**src/hdl/tpds_pkg.sv**
```systemverilog
// Shared types and constants for the twin prime difference set membership test.
// Used by tpds_jacobi and twin_prime_difference_set_member_top; no dependencies.
`timescale 1ns / 1ps

package tpds_pkg;

  // Width of coordinates and of the configured prime
  localparam int unsigned VALUE_W = 32;
  // Modulus width: q = p + 2 needs one extra bit
  localparam int unsigned MOD_W   = VALUE_W + 1;

  // Reset value of the configured prime
  localparam logic [VALUE_W-1:0] FIRST_PRIME_RST = VALUE_W'(3);

  // One input item
  typedef struct packed {
    logic [VALUE_W-1:0] coord_a;
    logic [VALUE_W-1:0] coord_b;
  } in_t;

  // One result item
  typedef struct packed {
    logic is_member;
    logic a_is_residue;
    logic b_is_residue;
    logic out_of_range;
  } out_t;

  // Request into the Jacobi unit
  typedef struct packed {
    logic             start;
    logic [MOD_W-1:0] x;
    logic [MOD_W-1:0] n;
  } jac_req_t;

  // Response from the Jacobi unit
  typedef struct packed {
    logic done;
    logic is_one;
  } jac_rsp_t;

endpackage

```
**src/hdl/tpds_jacobi.sv**
```systemverilog
// Iterative binary Jacobi symbol unit: one halve or subtract step per cycle.
// Depends on tpds_pkg for widths and the request / response structs.
`timescale 1ns / 1ps

module tpds_jacobi (
  input  logic              clk_i,
  input  logic              rst_ni,
  input  tpds_pkg::jac_req_t req_i,
  output tpds_pkg::jac_rsp_t rsp_o
);

  typedef enum logic [1:0] {
    J_IDLE = 2'b01,
    J_RUN  = 2'b10
  } jac_state_e;

  jac_state_e state_q, state_d;
  logic [tpds_pkg::MOD_W-1:0] x_q, x_d;
  logic [tpds_pkg::MOD_W-1:0] n_q, n_d;
  logic                       neg_q, neg_d;

  logic                       x_lt_n;
  logic [tpds_pkg::MOD_W-1:0] sub_a, sub_b, diff;

  // Shared subtractor: always larger minus smaller
  assign x_lt_n = (x_q < n_q);
  assign sub_a  = x_lt_n ? n_q : x_q;
  assign sub_b  = x_lt_n ? x_q : n_q;
  assign diff   = sub_a - sub_b;

  // Step the symbol: halve x, subtract, or swap with reciprocity
  always_comb begin
    state_d      = state_q;
    x_d          = x_q;
    n_d          = n_q;
    neg_d        = neg_q;
    rsp_o.done   = 1'b0;
    rsp_o.is_one = 1'b0;
    unique case (state_q)
      J_IDLE: begin
        if (req_i.start) begin
          state_d = J_RUN;
          x_d     = req_i.x;
          n_d     = req_i.n;
          neg_d   = 1'b0;
        end
      end
      J_RUN: begin
        priority if (!n_q[0]) begin
          // even or zero modulus: symbol is zero
          rsp_o.done = 1'b1;
          state_d    = J_IDLE;
        end else if (x_q == '0) begin
          rsp_o.done   = 1'b1;
          rsp_o.is_one = (n_q == tpds_pkg::MOD_W'(1)) && !neg_q;
          state_d      = J_IDLE;
        end else if (!x_q[0]) begin
          x_d = x_q >> 1;
          if (n_q[2:0] == 3'd3 || n_q[2:0] == 3'd5) begin
            neg_d = !neg_q;
          end
        end else if (!x_lt_n) begin
          x_d = diff;
        end else begin
          // swap: (x/n) -> (n-x / x), flip when both are 3 mod 4
          x_d = diff;
          n_d = x_q;
          if (x_q[1:0] == 2'd3 && n_q[1:0] == 2'd3) begin
            neg_d = !neg_q;
          end
        end
        // A start that arrives with done chains the next evaluation
        if (rsp_o.done && req_i.start) begin
          state_d = J_RUN;
          x_d     = req_i.x;
          n_d     = req_i.n;
          neg_d   = 1'b0;
        end
      end
      default: state_d = J_IDLE;
    endcase
  end

  // Hold control state
  always_ff @(posedge clk_i or negedge rst_ni) begin
    if (!rst_ni) begin
      state_q <= J_IDLE;
      neg_q   <= 1'b0;
    end else begin
      state_q <= state_d;
      neg_q   <= neg_d;
    end
  end

  // Hold operands
  always_ff @(posedge clk_i) begin
    x_q <= x_d;
    n_q <= n_d;
  end

`ifndef SYNTH
  a_start_when_free: assert property (@(posedge clk_i) disable iff (!rst_ni)
    req_i.start |-> (state_q == J_IDLE) || rsp_o.done)
    else $error("jacobi unit started while busy");

  a_mod_stays_odd: assert property (@(posedge clk_i) disable iff (!rst_ni)
    (state_q == J_RUN) && n_q[0] && !rsp_o.done |=> n_q[0])
    else $error("odd modulus became even during evaluation");

  a_even_mod_zero: assert property (@(posedge clk_i) disable iff (!rst_ni)
    (state_q == J_RUN) && !n_q[0] |-> rsp_o.done && !rsp_o.is_one)
    else $error("even modulus did not give a zero symbol");
`endif

endmodule

```
**src/hdl/twin_prime_difference_set_member_top.sv**
```systemverilog
// Top level of the twin prime difference set membership test.
// Depends on tpds_pkg and tpds_jacobi.
`timescale 1ns / 1ps

// Usage
//   Write the prime p through cfg_we_i / cfg_wdata_i while the block is idle;
//   q = p + 2 is formed inside. Reset sets p to 3.
//   Issue an item by raising start with item_i; it is taken at a clock edge
//   where busy is low. busy stays high until the item is finished.
//   The result appears on result_o for exactly one cycle with result_valid_o.
//   The receiver cannot stall; a result must be taken in its strobe cycle.
// Flow
//   An out-of-range pair gives its result in the cycle after acceptance and
//   busy stays low, so a new item may follow every cycle.
//   An in-range pair runs two Jacobi evaluations, a mod p then b mod q,
//   through one shared unit doing one halve or compare-and-subtract per
//   cycle, plus a closing step. Each halve drops a bit from x and each
//   subtract is followed by a halve or by the end. The result shows in the
//   cycle after the second ends. A new item can be accepted in the cycle
//   its result shows.
// Reset
//   rst_ni is asynchronous and active low; it drops any item in flight.

module twin_prime_difference_set_member_top (
  input  logic           clk_i,
  input  logic           rst_ni,
  input  logic           start,
  output logic           busy,
  input  tpds_pkg::in_t  item_i,
  input  logic           cfg_we_i,
  input  logic [31:0]    cfg_wdata_i,
  output logic           result_valid_o,
  output tpds_pkg::out_t result_o
);

  typedef enum logic [2:0] {
    S_IDLE  = 3'b001,
    S_JAC_A = 3'b010,
    S_JAC_B = 3'b100
  } seq_state_e;

  seq_state_e state_q, state_d;

  logic [tpds_pkg::VALUE_W-1:0] first_prime_q;
  logic [tpds_pkg::VALUE_W-1:0] b_q;
  logic [tpds_pkg::MOD_W-1:0]   q_mod_q;
  logic                         a_zero_q, b_zero_q, a_res_q;
  logic                         a_res_d;
  logic                         valid_q, valid_d;
  tpds_pkg::out_t               result_q, result_d;

  tpds_pkg::jac_req_t           jac_req;
  tpds_pkg::jac_rsp_t           jac_rsp;

  logic                         accept;
  logic [tpds_pkg::MOD_W-1:0]   q_mod;
  logic                         oor;
  logic                         b_res;

  // Shared Jacobi unit
  tpds_jacobi u_jacobi (
    .clk_i  (clk_i),
    .rst_ni (rst_ni),
    .req_i  (jac_req),
    .rsp_o  (jac_rsp)
  );

  assign busy   = (state_q != S_IDLE);
  assign accept = start && !busy;
  assign q_mod  = {1'b0, first_prime_q} + tpds_pkg::MOD_W'(2);
  assign oor    = (item_i.coord_a >= first_prime_q) ||
                  ({1'b0, item_i.coord_b} >= q_mod);
  assign b_res  = jac_rsp.is_one && !b_zero_q;

  // Sequence: range check, then a mod p, then b mod q
  always_comb begin
    state_d       = state_q;
    a_res_d       = a_res_q;
    valid_d       = 1'b0;
    result_d      = result_q;
    jac_req.start = 1'b0;
    jac_req.x     = {1'b0, item_i.coord_a};
    jac_req.n     = {1'b0, first_prime_q};
    unique case (state_q)
      S_IDLE: begin
        if (accept) begin
          if (oor) begin
            valid_d               = 1'b1;
            result_d.is_member    = 1'b0;
            result_d.a_is_residue = 1'b0;
            result_d.b_is_residue = 1'b0;
            result_d.out_of_range = 1'b1;
          end else begin
            jac_req.start = 1'b1;
            state_d       = S_JAC_A;
          end
        end
      end
      S_JAC_A: begin
        jac_req.x = {1'b0, b_q};
        jac_req.n = q_mod_q;
        if (jac_rsp.done) begin
          a_res_d       = jac_rsp.is_one && !a_zero_q;
          jac_req.start = 1'b1;
          state_d       = S_JAC_B;
        end
      end
      S_JAC_B: begin
        if (jac_rsp.done) begin
          valid_d               = 1'b1;
          result_d.a_is_residue = a_res_q;
          result_d.b_is_residue = b_res;
          result_d.out_of_range = 1'b0;
          priority if (b_zero_q) begin
            result_d.is_member = 1'b1;
          end else if (a_zero_q) begin
            result_d.is_member = 1'b0;
          end else begin
            result_d.is_member = (a_res_q == b_res);
          end
          state_d = S_IDLE;
        end
      end
      default: state_d = S_IDLE;
    endcase
  end

  // Hold control state and the configured prime
  always_ff @(posedge clk_i or negedge rst_ni) begin
    if (!rst_ni) begin
      state_q       <= S_IDLE;
      valid_q       <= 1'b0;
      first_prime_q <= tpds_pkg::FIRST_PRIME_RST;
    end else begin
      state_q <= state_d;
      valid_q <= valid_d;
      if (cfg_we_i) begin
        first_prime_q <= cfg_wdata_i;
      end
    end
  end

  // Capture the item operands and the result
  always_ff @(posedge clk_i) begin
    if (accept) begin
      b_q      <= item_i.coord_b;
      q_mod_q  <= q_mod;
      a_zero_q <= (item_i.coord_a == '0);
      b_zero_q <= (item_i.coord_b == '0);
    end
    a_res_q  <= a_res_d;
    result_q <= result_d;
  end

  assign result_valid_o = valid_q;
  assign result_o       = result_q;

`ifndef SYNTH
  a_oor_clean: assert property (@(posedge clk_i) disable iff (!rst_ni)
    result_valid_o && result_o.out_of_range |->
      !result_o.is_member && !result_o.a_is_residue && !result_o.b_is_residue)
    else $error("out-of-range result carries residue or member flags");

  a_both_res_member: assert property (@(posedge clk_i) disable iff (!rst_ni)
    result_valid_o && result_o.a_is_residue && result_o.b_is_residue |->
      result_o.is_member)
    else $error("pair of residues not reported as member");

  a_done_in_eval: assert property (@(posedge clk_i) disable iff (!rst_ni)
    jac_rsp.done |-> (state_q == S_JAC_A) || (state_q == S_JAC_B))
    else $error("jacobi unit finished outside an evaluation");

  a_result_ends_item: assert property (@(posedge clk_i) disable iff (!rst_ni)
    (state_q == S_JAC_B) && jac_rsp.done |=> result_valid_o && !busy)
    else $error("finished evaluation did not produce a result");
`endif

endmodule
```
**config.mk**
```make
export PLATFORM = sky130hd
export DESIGN_NAME = twin_prime_difference_set_member_top
export DESIGN_NICKNAME = d
export VERILOG_FILES = /design/src/hdl/tpds_pkg.sv /design/src/hdl/tpds_jacobi.sv /design/src/hdl/twin_prime_difference_set_member_top.sv
export SDC_FILE = /design/constraint.sdc
export NUM_CORES = 1
export LEC_CHECK = 0
export BUFFER_PORTS_ARGS = -buffer_cell sky130_fd_sc_hd__buf_2
export CORE_ASPECT_RATIO = 0.6
export CORE_MARGIN = 2
export CORE_UTILIZATION = 40
export CTS_CLUSTER_SIZE = 20
export DETAILED_ROUTE_END_ITERATION = 7
export PLACE_DENSITY = 0.62
export SYNTH_ARGS = -nofsm -noshare
export SYNTH_HDL_FRONTEND = slang
export SYNTH_SLANG_ARGS = --single-unit
```
**constraint.sdc**
```tcl
create_clock -name clk_i -period 8.48 [get_ports clk_i]
set_clock_uncertainty 0.1 [all_clocks]
set_input_delay 0.424 -clock clk_i [delete_from_list [all_inputs] [get_ports clk_i]]
set_output_delay 0.424 -clock clk_i [all_outputs]
set_load 0.03 [all_outputs]
```
* Yosys cells after proc, flatten, opt, wreduce, memory -nomap -nowiden
Cells that the tools add are included.
** Storage, ports and cells
- Output and inout bits :: 6
- Logic and storage cells :: 126
- Flip-flop bits (word level) :: 177
** Operators by class
- Reduce and logical (&&, ||, !) cells :: 25
- Add/subtract/negate cells :: 2
- $lt $le $gt $ge :: 3
- Muxes and demuxes :: 53
- Eq/ne operators :: 26
** Operator list (count)
- $mux 33 :: 13
- $pmux 33 s2 :: 2
- $mux 65 :: 1
- $logic_not 32->1 :: 2
- $add 32x2->33 const B :: 1
- $eq 33x1->1 const B :: 1
- $ge 32x33->1 :: 1
- $logic_not 33->1 :: 1
- $lt 33x33->1 :: 1
- $sub 33x33->33 :: 1
- $ge 32x32->1 :: 1
- $mux 1 :: 18
- $mux 2 :: 6
- $mux 3 :: 4
- $mux 4 :: 3
- $ne 3x1->1 const B :: 4
- $ne 4x4->1 const B :: 3
- $reduce_and 4->1 :: 3
- $ne 2x2->1 const B :: 5
- $pmux 3 s3 :: 1
- $pmux 4 s2 :: 1
- $reduce_and 7->1 :: 1
- $eq 2x2->1 const B :: 3
- $eq 3x2->1 const B :: 2
- other kinds (15) :: 30

* Longest topological paths before layout
Gate-level depths: netlist of run 1.
- Word-level depth :: 12
- Depth in mapped cells :: 24
- Depth with buffers taken out :: 22

* Modules after synthesis
A second synthesis of run 1 with hierarchy kept.
** Second synthesis, totals
- Cells, all modules :: 1456
- Area total of the unflattened synthesis :: 13076.3 µm²
** Modules (own cells, without submodules)
- twin_prime_difference_set_member_top :: area an instance 6571.3 µm², times used 1, cells each 644
- tpds_jacobi :: area an instance 6505.0 µm², times used 1, cells each 812

* Worst setup path before layout of run 1
OpenSTA, ideal clock, no wires.
- Path type :: register to register
- Start :: register first_prime_q[3] (netlist name)
- End :: register u_jacobi.neg_q
- Data arrival time :: 5861 ps
- Slack :: 2401 ps
- Stages on the path, launching flop included :: 21
- Cells stage by stage :: dfrtp_1 -> and3_1 -> and4_1 -> and3_1 -> and4_1 -> nand2_1 -> or3_1 -> nor4_1 -> xnor2_1 -> ha_1 -> nand3_1 -> nor2_1 -> a21oi_1 -> a21oi_1 -> o311ai_0 -> a31oi_1 -> a21oi_1 -> a21oi_1 -> a21oi_1 -> o21ai_0 -> a21o_1
** Between the ends
- Longest elaborated chain between the ends :: 9
- Elaborated cells on any way between the ends :: 17
- Those cells by class :: 1 x add/sub; 2 x order compare; 6 x eq/ne; 5 x mux; 3 x reduce/logical
** Ends and longest elaborated chain
- start, declared :: RTL line twin_prime_difference_set_member_top.sv:44 : logic [tpds_pkg::VALUE_W-1:0] first_prime_q;
- start signal, assigned :: RTL line twin_prime_difference_set_member_top.sv:133 : first_prime_q <= tpds_pkg::FIRST_PRIME_RST;
- start signal, assigned :: RTL line twin_prime_difference_set_member_top.sv:138 : first_prime_q <= cfg_wdata_i;
- $add 32x2->33 :: RTL line twin_prime_difference_set_member_top.sv:70 : assign q_mod = {1'b0, first_prime_q} + tpds_pkg::MOD_W'(2);
- $ge 32x33->1 :: RTL line twin_prime_difference_set_member_top.sv:72 : ({1'b0, item_i.coord_b} >= q_mod);
- $logic_or 1x1->1 (*) :: RTL line twin_prime_difference_set_member_top.sv:71 : assign oor = (item_i.coord_a >= first_prime_q) ||
- $mux 1 (*) :: RTL line twin_prime_difference_set_member_top.sv:87 : if (oor) begin
- $mux 1 (*) :: RTL line twin_prime_difference_set_member_top.sv:86 : if (accept) begin
- $pmux 1 s2 (*) :: RTL line twin_prime_difference_set_member_top.sv:84 : unique case (state_q)
- $logic_and 1x1->1 :: RTL line tpds_jacobi.sv:73 : if (rsp_o.done && req_i.start) begin
- $ne 4x4->1 (no line), or another cell as far along
- $reduce_and 7->1 (no line) / $pmux 1 s2 (equally long branches)
- end signal, assigned :: RTL line tpds_jacobi.sv:91 : neg_q <= neg_d;
- end, declared :: RTL line tpds_jacobi.sv:20 : logic neg_q, neg_d;
Every way passes the cells marked *; elsewhere a longest branch is shown, timed or not.
A chain may end at the register's enable or synchronous reset.

* Worst setup path in the final report of run 1
- Start :: register first_prime_q[3] (netlist name)
- End :: register u_jacobi.x_q[26] (netlist name) (data pin)
** Between the ends
- Longest elaborated chain between the ends :: 9
- Elaborated cells on any way between the ends :: 10
- Those cells by class :: 1 x add/sub; 2 x order compare; 5 x mux; 2 x reduce/logical
** Ends and longest elaborated chain
- $add 32x2->33 :: RTL line twin_prime_difference_set_member_top.sv:70
- $ge 32x33->1 :: RTL line twin_prime_difference_set_member_top.sv:72
- $logic_or 1x1->1 (*) :: RTL line twin_prime_difference_set_member_top.sv:71
- $mux 1 (*) :: RTL line twin_prime_difference_set_member_top.sv:87
- $mux 1 (*) :: RTL line twin_prime_difference_set_member_top.sv:86
- $pmux 1 s2 (*) :: RTL line twin_prime_difference_set_member_top.sv:84
- $logic_and 1x1->1 (*) :: RTL line tpds_jacobi.sv:73
- $mux 33 (*) :: RTL line tpds_jacobi.sv:73
- $pmux 33 s2 (*) :: RTL line tpds_jacobi.sv:39 : unique case (state_q)
- net u_jacobi.x_d (one bit) :: RTL line tpds_jacobi.sv:18 : logic [tpds_pkg::MOD_W-1:0] x_q, x_d;
- end signal, assigned :: RTL line tpds_jacobi.sv:97 : x_q <= x_d;
- end, declared :: RTL line tpds_jacobi.sv:18
Mark *: on every way through the listed nets, which the timed path passes. The rest lies on a longest branch.

==> reports/qor.yml, run 1 <==
final_cell_mix: "nand2_1 (233), edfxtp_1 (138), inv_1 (107)"
tightest_slew_ps: 988
clock_latency_ps: 440
viasPerCell: 6.02
fin_cells: 1944
netlist_area_um2: 12800
post_cts_buffers: 0
ctsHoldBuffers: 0
r2r_end: "u_jacobi.x_q[26]"
rsz0062_at_grt: "no"
die_w_um: 235
antenna_found_initial: 0
synth_area_per_cell_um2: 8.79
seq_area_um2: 5120
cellLeakagePower_nw: 5.81
startpoint_type: "flip-flop"
rows: 50
dp_slack_ps: 2130
ys.flop_type: "edfxtp_1"
status: "completed"
multi_input_area_um2: 6980
ys_types: 77
grt_pass1_vias: 10500
vias: 11700
yosysTopAreaCell: "edfxtp_1"
reg2regPathDepth: 21
power.density_nw_per_um2: 140
maxSlewHeadroom: 0.341
totalWireLength_um: 43900
grt_usage: 0.260
arrival_ps: 6580
drive_above_1_share: 0.113
yosys_warnings: 0
cp-end-kind: "flip-flop"
syn_to_final_growth_pct: 11.2
grt_pass1_wl_um: 65500
io_pins: 106
worst-setup-path-type: "reg -> reg"
die_y_um: 143
synth_area_leaders: "edfxtp_1 (32%), ha_1 (9.8%), dfrtp_1 (6.8%)"
synthCells: 1456
ctsResizeCount: 0
start_util: 0.408
setup_slack_ps: 1960
clock-sinks: 177
max_freq_mhz: 153
slowest_delay_ps: 820
drt_first_pass_iters: 5
drc: 0
fin_crit_ps: 6520
drv_slew: 0
tns_ps: 0
r2r_start: "first_prime_q[3]"
setup_viol: 0
ys_seq_elements: 177
clk_pin_slew_ps: 70
crit_chain: "and3_1 -> and4_1 -> and3_1 -> and4_1 -> nand2_1 -> or3_1 -> or3_1 -> xnor2_1 -> ha_1 -> nor2b_1 -> o21ai_0 -> nand3_1 -> a41o_1 -> nand2_1 -> a31oi_1 -> a21oi_1 -> a31o_4 -> buf_4 -> nand3_1 -> o31ai_1 -> a21oi_1"
place_inst: 1912
period_share: 0.769
reg2reg_slack_ps: 1960
clockRootBuffer: "clkbuf_16"
overflow: 0
grt_max_degree: 82
cp_max_fo: 81
post_drt_wl_per_cell_um: 22.6
drv_cap: 0
layout_commonest_cell: "nand2_1"
synth_nets: 1656
antenna_cells: 0
n_fill_cell: 3034
h-tree-depth: 4
drtIter0Drc: 1686
core_area_um2: 31300
yosysTopAreaCellShare: 0.324
hp-class: "in -> async"
final_nets: 1715
place.gp.congestion: 1.01
die-area_um2: 33500
dp_hpwl_um: 34300
portBuffers: 105
slowest_stage: "a31o_4"
synth-edff-count: 138
crit_required_ps: 8540
async_flop_share: 0.220
antenna_left: 0
vdd_drop_max_uv: 119
cts_made_buffers: 17
cts_tree: "built"
fin_util: 0.454
synth-seq-area-share: 0.400
clk_path_buf_depth: 2
final_hold_viol_count: 0
==> Yosys cell counts (26+ instances only) <==
cell type and number:
nor3_1 27, nand3_1 41, nor2b_1 30, nand4_1 29, a211oi_1 26, ha_1 100, nor2_1 68, clkbuf_1 54
xnor2_1 48, a21oi_1 94, o21ai_0 77, a31oi_1 67, edfxtp_1 138, a21o_1 33, nand2_1 233, inv_1 108
dfrtp_1 35, nor4_1 37
==> cells by family (layout without fill, tap and decap cells) <==
group                    after synthesis  count (layout)  synth area share
adder cells (fa/ha/maj)              100             100            0.0977
multiplexers                          14              14            0.0110
AO/OA/AOI/OAI                        391             391             0.196
flip-flops                           177             177             0.400
AND/OR/NAND/NOR                      532             532             0.198
buffers and inverters                184             256            0.0566
XOR/XNOR                              58              58            0.0397
==> sequential cells by signal, summed over array words and instances (netlist names), 2 cells and up <==
| signal | count |
|---|---|
| result_o | 4 |
| u_jacobi.x_q | 33 |
| u_jacobi.n_q | 33 |
| b_q | 32 |
| state_q | 3 |
| first_prime_q | 32 |
| u_jacobi.state_q | 2 |
| q_mod_q | 33 |
==> worst max path at each step <==
stage                startpoint               end  slack, ps
3_5_place_dp   first_prime_q[3]  u_jacobi.x_q[26]       2130
5_1_grt        first_prime_q[3]  u_jacobi.x_q[26]       1610
4_1_cts        first_prime_q[3]  u_jacobi.x_q[26]       2090
6_report       first_prime_q[3]  u_jacobi.x_q[26]       1960
2_1_floorplan  first_prime_q[3]    u_jacobi.neg_q       2400
3_3_place_gp   u_jacobi.n_q[22]  u_jacobi.x_q[14]       2240
==> metrics by stage <==
step	instance area, um^2	power [mW]	hold slack (ps)
2_1_floorplan	12800	1.09	28.4
3_3_place_gp	13600	1.18	391
3_5_place_dp	13600	1.19	410
4_1_cts	14200	1.99	79.2
5_1_grt	14200	2.05	92.0
6_report	14200	1.99	44.0
==> final cells by class <==
class,instances,area share
clock buffer,19,0.0311
clock inverter,13,0.0112
inverter,109,0.0287
multi-input combinational,1095,0.490
sequential,177,0.360
tap,416,0.0366
timing repair buffer,115,0.0422
==> report_power, final <==
part	internal, mW	switching (mW)	leakage [nW]
registers	0.946	0.0219	1.71
clock network	0.471	0.344	0.282
logic	0.0816	0.123	3.82
==> metal layers <==
metal / wire length [um] / GRT usage / part of all wire / vias up
met5: 0 / 0 / 0 / -
met4: 470 / 0.0413 / 0.011 / 0
met3: 6140 / 0.0714 / 0.14 / 31
met2: 15600 / 0.315 / 0.35 / 676
met1: 21700 / 0.438 / 0.49 / 5530
li1: - / - / - / 5461
==> critical path: cells and delay by family (launching register included) <==
family	cells	cell delay [ps]
AO/OA/AOI/OAI	7	2100
XOR/XNOR	1	280
adder cells (fa/ha/maj)	1	300
buffers and inverters	1	600
flip-flops	1	450
AND/OR/NAND/NOR	11	2320
(Power assumes the default switching activity.)
==> inputs of run 2 (changes only) <==
clock period = 6.66 ns   (was 8.48 ns; I/O delays follow)
==> run 2 against run 1 <==
  * Critical path depth did not move
  * Die area did not move
  * Largest cell class unchanged
  * Critical path type unchanged
  * Critical endpoint is now u_jacobi.n_q[7]
  * Worst setup slack got worse by 1600 ps
  * Final area rose by 1.7%
  * Total power rose by 25%
  * Largest power group unchanged
==> reports/qor.yml, run 2 (same netlist as run 1, synthesis figures left out) <==
clk_pin_slew_ps: 80
post_drt_wl_per_cell_um: 22.5
viasPerCell: 6.09
n_fill_cell: 3022
cts_made_buffers: 17
io_pins: 106
antenna_left: 0
die_y_um: 143
period_share: 0.946
antenna_found_initial: 0
drt_first_pass_iters: 6
final_cell_mix: "nand2_1 (233), edfxtp_1 (138), inv_1 (107)"
clockRootBuffer: "clkbuf_16"
clock-sinks: 177
cts_tree: "built"
setup_viol: 0
core_area_um2: 31300
status: "completed"
grt_usage: 0.264
cellLeakagePower_nw: 5.96
p_total_mw: 2.49
drtIter0Drc: 1609
reg_top3: "q_mod_q: 33 flops, u_jacobi.n_q: 33 flops, u_jacobi.x_q: 33 flops"
fin_crit_ps: 6300
vias: 12000
worst-setup-path-type: "reg -> reg"
overflow: 0
clock_latency_ps: 440
layout_commonest_cell: "nand2_1"
vdd_drop_max_uv: 198
totalWireLength_um: 44500
final_hold_viol_count: 0
power.density_nw_per_um2: 172
die-area_um2: 33500
grt_pass1_wl_um: 67100
rsz0062_at_grt: "no"
drv_slew: 0
h-tree-depth: 4
cp_max_fo: 46
grt_max_degree: 71
startpoint_type: "flip-flop"
hp-class: "in -> reg"
cp-end-kind: "flip-flop"
rows: 50
maxSlewHeadroom: 0.298
fin_util: 0.462
final_nets: 1745
start_util: 0.408
tightest_slew_ps: 1040
antenna_cells: 0
syn_to_final_growth_pct: 13.1
place.gp.congestion: 1.02
die_w_um: 235
clk_path_buf_depth: 2
crit_required_ps: 6760
max_freq_mhz: 159
dp_hpwl_um: 34600
drv_cap: 0
portBuffers: 105
arrival_ps: 6400
tns_ps: 0
drive_above_1_share: 0.121
reg2regPathDepth: 21
drc: 0
hold_depth: 3
grt_pass1_vias: 11000
run 2: power by group:
part	internal, mW	total (mW)	switching (mW)
Clock	0.498	0.993	0.495
Sequential	1.20	1.23	0.0291
Combinational	0.111	0.266	0.155
Total	1.81	2.49	0.678
run 2: worst max-delay path, stage by stage (launching register included):
cell      delay (ps)
dfrtp_1          470
and3_1           250
and4_1           280
and3_1           240
and4_1           270
nand2_1          130
or3_1            410
nor4_1           290
xnor2_1          220
ha_1             300
nand3_1          200
nor2_1            80
a21oi_1          150
a21oi_1           90
o311ai_1         530
a31oi_1          160
a21oi_1          200
buf_4            210
a31o_4           540
buf_4            430
a21oi_1           90
a31oi_1          380
run 2: repair_timing:
action,4_1_cts,5_1_grt
setup buffers,0,0
hold buffers,15,0
gates resized for setup,0,1
endpoints found under the setup margin,0,1
hold endpoints to repair,49,0
run 2: path summary, 6_finish.rpt:
check                               startpoint                  end  slack (ps)
min in group asynchronous               rst_ni    first_prime_q[30]         480
max in group asynchronous               rst_ni  u_jacobi.state_q[1]        5350
hold reg to reg            u_jacobi.state_q[0]  u_jacobi.state_q[0]         420
hold / removal                 cfg_wdata_i[29]    first_prime_q[29]           4
setup reg to reg              first_prime_q[4]      u_jacobi.n_q[7]         360
setup / recovery              first_prime_q[4]      u_jacobi.n_q[7]         360
run 2: routing by layer:
layer	vias to the layer above	global-route usage	share of wire
met4	0	0.0496	0.012
li1	5514	-	-
met5	-	0	0
met2	717	0.319	0.36
met3	36	0.0807	0.13
met1	5763	0.438	0.50
run 2: area by class of cell:
type                       instances  area (um^2)  area share
sequential                       177         5120       0.354
inverter                         109          409      0.0283
timing repair buffer             145          876      0.0605
tap                              416          520      0.0359
clock inverter                    15          145      0.0100
clock buffer                      17          425      0.0294
multi-input combinational       1095         6980       0.482
run 2: per-stage QoR:
| stage | worst slack, ps | hold slack, ps | std cells | instance area, um^2 |
|---|---|---|---|---|
| floorplan | 581 | -62.6 | 1456 | 12800 |
| global placement | 405 | 395 | 1927 | 13800 |
| detailed placement | 304 | 404 | 1927 | 13800 |
| CTS | 246 | 0.145 | 1974 | 14500 |
| global route | 193 | 1.07 | 1974 | 14500 |
| finish | 356 | 4.29 | 1974 | 14500 |
